File: config.mk
export PLATFORM = sky130hd
export DESIGN_NAME = ftle_sqrt
export DESIGN_NICKNAME = d
export VERILOG_FILES = /design/src/design/ftle_pkg.sv /design/src/design/ftle_sqrt.sv
export SDC_FILE = /design/constraint.sdc
export NUM_CORES = 2
export LEC_CHECK = 0
export ABC_AREA = 0
export BUFFER_PORTS_ARGS = -buffer_cell sky130_fd_sc_hd__buf_2
export CAP_MARGIN = 5
export CORE_ASPECT_RATIO = 0.75
export CORE_MARGIN = 3
export CORE_UTILIZATION = 55
export CTS_CLUSTER_DIAMETER = 30
export CTS_CLUSTER_SIZE = 25
export DETAILED_ROUTE_END_ITERATION = 6
export PLACE_DENSITY = 0.71
export SLEW_MARGIN = 10
export SYNTH_ARGS = -nofsm -noshare
export SYNTH_HDL_FRONTEND = slang
export SYNTH_SLANG_ARGS = --single-unit
File: constraint.sdc
create_clock -name clk -period 5.6 [get_ports clk]
set_clock_uncertainty 0.1 [all_clocks]
set_input_delay 1.12 -clock clk [delete_from_list [all_inputs] [get_ports clk]]
set_output_delay 1.12 -clock clk [all_outputs]
set_load 0.01 [all_outputs]
File: src/design/ftle_pkg.sv
// ----------------------------------------------------------------------------
// ftle_pkg: shared constants and types for the FTLE pipeline
// Word formats, step counts of the iterative units and pipeline depth.
// ----------------------------------------------------------------------------
`default_nettype none

package ftle_pkg;

    // Fixed-point word format
    localparam int WORD_BITS = 32;
    localparam int FRAC_BITS = 16;
    localparam int MAG_BITS  = WORD_BITS;
    localparam int POS_BITS  = WORD_BITS - 1;

    // Divider: magnitude shifted up by the fraction, one quotient bit per step
    localparam int NUM_BITS  = MAG_BITS + FRAC_BITS;
    localparam int DIV_STEPS = NUM_BITS;
    localparam int LANES     = 4;

    // Products and their shifted sums
    localparam int PROD_BITS = 2 * MAG_BITS;
    localparam int SH_BITS   = PROD_BITS - FRAC_BITS + 1;

    // Square root: one root bit per step
    localparam int ROOT_BITS = WORD_BITS;
    localparam int RAD_BITS  = 2 * ROOT_BITS;
    localparam int REM_BITS  = ROOT_BITS + 2;

    // Log unit
    localparam int LOG_FRAC   = 30;
    localparam int LOG_M_BITS = LOG_FRAC + 1;
    localparam int K_BITS     = $clog2(POS_BITS);
    localparam int LG_BITS    = K_BITS + 1 + LOG_FRAC;
    localparam int LN2_BITS   = 27;
    localparam int LN2_Q26    = 46516320;
    localparam int LN_SHIFT   = 56 - FRAC_BITS;
    localparam int V_BITS     = LG_BITS + LN2_BITS;
    localparam longint NEAR_ZERO_RAW = (longint'(1) << FRAC_BITS) / 1000000000;

    localparam logic signed [V_BITS-1:0] ROUND_HALF = V_BITS'(1) <<< (LN_SHIFT - 1);

    // Lane codes
    localparam int LANE_A11 = 0;
    localparam int LANE_A21 = 1;
    localparam int LANE_A12 = 2;
    localparam int LANE_A22 = 3;

    // Entry, divider, six arithmetic stages, root, two log-prep stages, log, scale
    localparam int PIPE_DEPTH = 1 + DIV_STEPS + 6 + ROOT_BITS + 2 + LOG_FRAC + 1;

    typedef logic [MAG_BITS-1:0] mag_t;

    localparam mag_t POS_MAX = {1'b0, {(MAG_BITS-1){1'b1}}};
    localparam mag_t NEG_LIM = {1'b1, {(MAG_BITS-1){1'b0}}};

    typedef struct packed {
        logic neg;
        mag_t mag;
    } sm_t;

    typedef struct packed {
        logic valid;
        logic in_dom;
        logic sat;
    } ctl_t;

    typedef struct packed {
        logic             lr;
        logic             tb;
        logic             dz_x;
        logic             dz_y;
        logic [LANES-1:0] neg;
        logic [LANES-1:0] nz;
    } side_t;

    typedef struct packed {
        logic [WORD_BITS-1:0] ftle_value;
        logic                 computed;
        logic                 saturated;
    } out_item_t;

endpackage

`default_nettype wire

File: src/design/ftle_sqrt.sv
// ----------------------------------------------------------------------------
// ftle_sqrt: pipelined integer square root
// Floor root of a wide radicand, one root bit per register stage.
// ----------------------------------------------------------------------------
`default_nettype none

module ftle_sqrt (
    input  wire logic                          clk,
    input  wire logic                          en,
    input  wire logic [ftle_pkg::RAD_BITS-1:0] rad,
    output logic [ftle_pkg::ROOT_BITS-1:0]     root
);

    logic [ftle_pkg::REM_BITS-1:0]  rem_reg  [0:ftle_pkg::ROOT_BITS-1];
    logic [ftle_pkg::ROOT_BITS-1:0] root_reg [0:ftle_pkg::ROOT_BITS-1];
    logic [ftle_pkg::RAD_BITS-1:0]  rad_reg  [0:ftle_pkg::ROOT_BITS-2];

    for (genvar j = 0; j < ftle_pkg::ROOT_BITS; j++) begin : g_step
        logic [ftle_pkg::REM_BITS-1:0]  rem_prev;
        logic [ftle_pkg::ROOT_BITS-1:0] root_prev;
        logic [ftle_pkg::RAD_BITS-1:0]  rad_prev;
        logic [ftle_pkg::REM_BITS+1:0]  rem_sh;
        logic [ftle_pkg::REM_BITS+1:0]  trial;
        logic [ftle_pkg::REM_BITS+1:0]  rem_next;
        logic                           take;

        if (j == 0) begin : g_head
            assign rem_prev  = '0;
            assign root_prev = '0;
            assign rad_prev  = rad;
        end else begin : g_body
            assign rem_prev  = rem_reg[j-1];
            assign root_prev = root_reg[j-1];
            assign rad_prev  = rad_reg[j-1];
        end

        // Bring down two radicand bits, try root*4+1
        assign rem_sh   = {rem_prev, rad_prev[ftle_pkg::RAD_BITS-1 -: 2]};
        assign trial    = (ftle_pkg::REM_BITS + 2)'({root_prev, 2'b01});
        assign take     = rem_sh >= trial;
        assign rem_next = take ? (rem_sh - trial) : rem_sh;

        always_ff @(posedge clk)
        begin
            if (en)
            begin
                rem_reg[j]  <= rem_next[ftle_pkg::REM_BITS-1:0];
                root_reg[j] <= {root_prev[ftle_pkg::ROOT_BITS-2:0], take};
            end
        end

        if (j < ftle_pkg::ROOT_BITS - 1) begin : g_rad
            always_ff @(posedge clk)
            begin
                if (en)
                begin
                    rad_reg[j] <= rad_prev << 2;
                end
            end
        end
    end

    assign root = root_reg[ftle_pkg::ROOT_BITS-1];

endmodule

`default_nettype wire

==> out/qor.txt <==
Hold Path Origin: rad_reg[0][836]
first-pass GRT wire length: 399000 um
fin crit share: 80.0%
met2 Usage GRT: 34.2%
CP Max Fanout: 35
CP startpoint kind: register
Finished Layout Cells: 12800
Synth Flop Type: edfxtp_1
post-route design area: 137000 um^2
CTS Buffer Depth: 4
ys async rst share: 0%
postcts setup bufs: 0
TritonRoute pass-1 iters: 6
DRT antenna net count: 0
vias in the first global route: 71500
Syn Inst Count: 9230
DRC: 0
Area after DPL: 122000 um^2
end of the worst register-to-register path: rem_reg[1][354]
Iter 0 DRT Violations: 6890
PwrDens: 456 nW/um^2
CTS sink cnt: 2523
combinational fraction of design power: 17.7%
Placement Rows: 146
Slew Limit Fails: 0
met3 usage in global routing: 3.35%
Die Wd: 541 um
WL/cell: 19.8 um
share of cells above drive strength 1: 10.3%
Critical Path Slowest Stage Cell: o41ai_1
critical path arrival: 4.99 ns
Register-to-Register Path Depth: 9
Clk pwr share: 41.4%
Max-slew headroom: 19.9%
Int Power: 44.9 mW
Synth Register Bits: 2523
max-cap viol count: 0
setup ws final: 1.12 ns
crit path buf inv count: 1
Hold Path Sink: rad_reg[0][900]
CP peak stage delay: 0.89 ns
Starting Density: 55.6%
Seq/Total Area, Yosys: 64.2%
Hold Path Class: register to register
Fin. Hold Viols: 0
placed insts: 12000
initial antenna violation count: 4
critical path cell sequence: ha_1 > nor2b_1 > o21ai_0 > a21boi_0 > o41ai_1 > a311oi_1 > or4_1 > buf_4 > mux2_2
status: completed
most frequent cells in the layout: edfxtp_1, inv_1, nand2_1, a21oi_1, ha_1
area of the mapped netlist: 118000 um^2
EDFF count, synth: 2523
gr busiest metal: met1
Sw Share: 28.1%
Psw: 17.5 mW
Reg2Reg Setup Slack: 1.12 ns
commonest non-fill, non-tap cell in the layout: edfxtp_1
critical path data required time: 6.11 ns
Min-Delay Path Depth: 0
H-tree Lvls: 5
max reg flops: 1003
Slew @ Worst Pin: 1.19 ns
Avg Inst Size Synth: 12.8 um^2
dpl ws: 1.26 ns
clock slew at reported path FFs: 0.06 ns
Port Buffers: 97
RSZ-0062 raised after global routing: no
setup violators final: 0
synth warn: 0
post-cts sizing count: 0
Final #Nets: 10300
die area: 220000 um^2
Vias per Instance: 5.75
WL final: 253000 um
fmax: 0.223 GHz
grt ovf: 0
Distinct cells, synth: 85
Final Wtd Congestion: 0.924
CTS Hold Bufs: 0
Die Ht: 407 um
HPWL Detailed: 178000 um
Root Driver: clkbuf_16
TritonCTS clock tree: done
reg-to-reg startpoint: rem_reg[1][306]
pin count of the biggest net entering global routing: 128
Peak VDD IR: 355 uV
Worst-Skew Late Latency: 0.89 ns
vias: 73800
critical path class: register to register
area grow syn2layout: 16.0%
Top Family by Delay on Critical Path: compound AO/OA/AOI/OAI gates
Ports: 98
Hold Slack: 0.286 ns
M1 GR Usage: 34.4%
LEAKAGE: 53.1 nW
core box area: 212000 um^2
GRT Total Usage: 22.6%
CP Capture Type: register
Seq pwr share: 40.9%
Num CTS Buffers: 416
syn nets: 9858
Fin Setup TNS: 0 ns
minimum clock period: 4.48 ns
metal layers:
metal / wire (um) / vias up
met1: 119000 / 35700
met3: 16000 / 416
met2: 113000 / 2405
met4: 5320 / 2
met5: 13 / -
li1: - / 35300
synth_stat cells (64+ instances only):
cell / count / area (um^2)
a21oi_1: 589 / 2950
nor2b_1: 71 / 444
edfxtp_1: 2523 / 75800
nand2b_1: 86 / 538
xnor2_1: 406 / 3560
nor2_1: 558 / 2090
xor2_1: 426 / 3730
inv_1: 738 / 2770
nor4_1: 134 / 838
o21ai_0: 484 / 2420
ha_1: 562 / 7030
or3_1: 98 / 613
nand3_1: 168 / 841
and3_1: 64 / 400
nor3_1: 222 / 1110
o21a_1: 94 / 706
nand4_1: 96 / 601
or4_1: 65 / 488
a21o_1: 261 / 1960
nand2_1: 634 / 2380
o31ai_1: 66 / 495
clkbuf_1: 174 / 653
per-stage QoR:
step	util (%)	power [mW]
floorplan	-	33.1
global placement	57.7	36.5
detailed placement	57.7	36.7
CTS	64.5	62.8
global route	64.5	65.2
finish	64.5	62.4
cell type report:
cell class	count	area, um^2
sequential	2523	75800
fill	15400	75300
multi-input combinational	5763	38800
clock buffer	439	10600
clock inverter	336	3860
tap	2812	3520
inverter	741	2780
timing repair buffer	201	1590
antenna	4	10.0
cell families (layout without fill, tap and decap cells):
kind of cell	count (synthesis)	count (layout)	synth area share, %
other	1	5	0.00318
AOI/OAI and AO/OA	1918	1918	10.1
muxes	53	53	0.491
and+or+nand+nor	2397	2397	10.1
adders and majority gates	562	562	5.95
buffers and inverters	944	1717	3.03
xor gates and xnor gates	832	832	6.17
DFF	2523	2523	64.2
power by group through the flow:
stage / sequential (mW) / combinational [mW] / clock, mW
2_1_floorplan: 25.1 / 8.02 / 0
3_3_place_gp: 25.8 / 10.6 / 0
3_5_place_dp: 25.9 / 10.8 / 0
4_1_cts: 25.6 / 10.9 / 26.3
5_1_grt: 25.8 / 12.2 / 27.2
6_report: 25.5 / 11.1 / 25.8
how the worst max path moves through the flow:
stage,start,end,depth (start not counted)
4_1_cts,rem_reg[0][356],rem_reg[0][395],9
5_1_grt,rem_reg[0][254],rem_reg[0][295],10
3_5_place_dp,rem_reg[0][254],rem_reg[0][287],10
2_1_floorplan,rem_reg[1][52],rem_reg[1][82],14
3_3_place_gp,rem_reg[0][254],rem_reg[0][293],10
6_report,rem_reg[1][306],rem_reg[1][354],9
worst reg2reg max path, delay by kind of cell, from the launching register on:
kind / cells / cell delay, ns
compound gates: 4 / 1.62
simple gates: 2 / 1.03
buf+inv: 1 / 0.39
flops: 1 / 0.38
fa+ha+maj: 1 / 0.36
mux: 1 / 0.33
No activity file was read; power rests on OpenSTA's default activity.
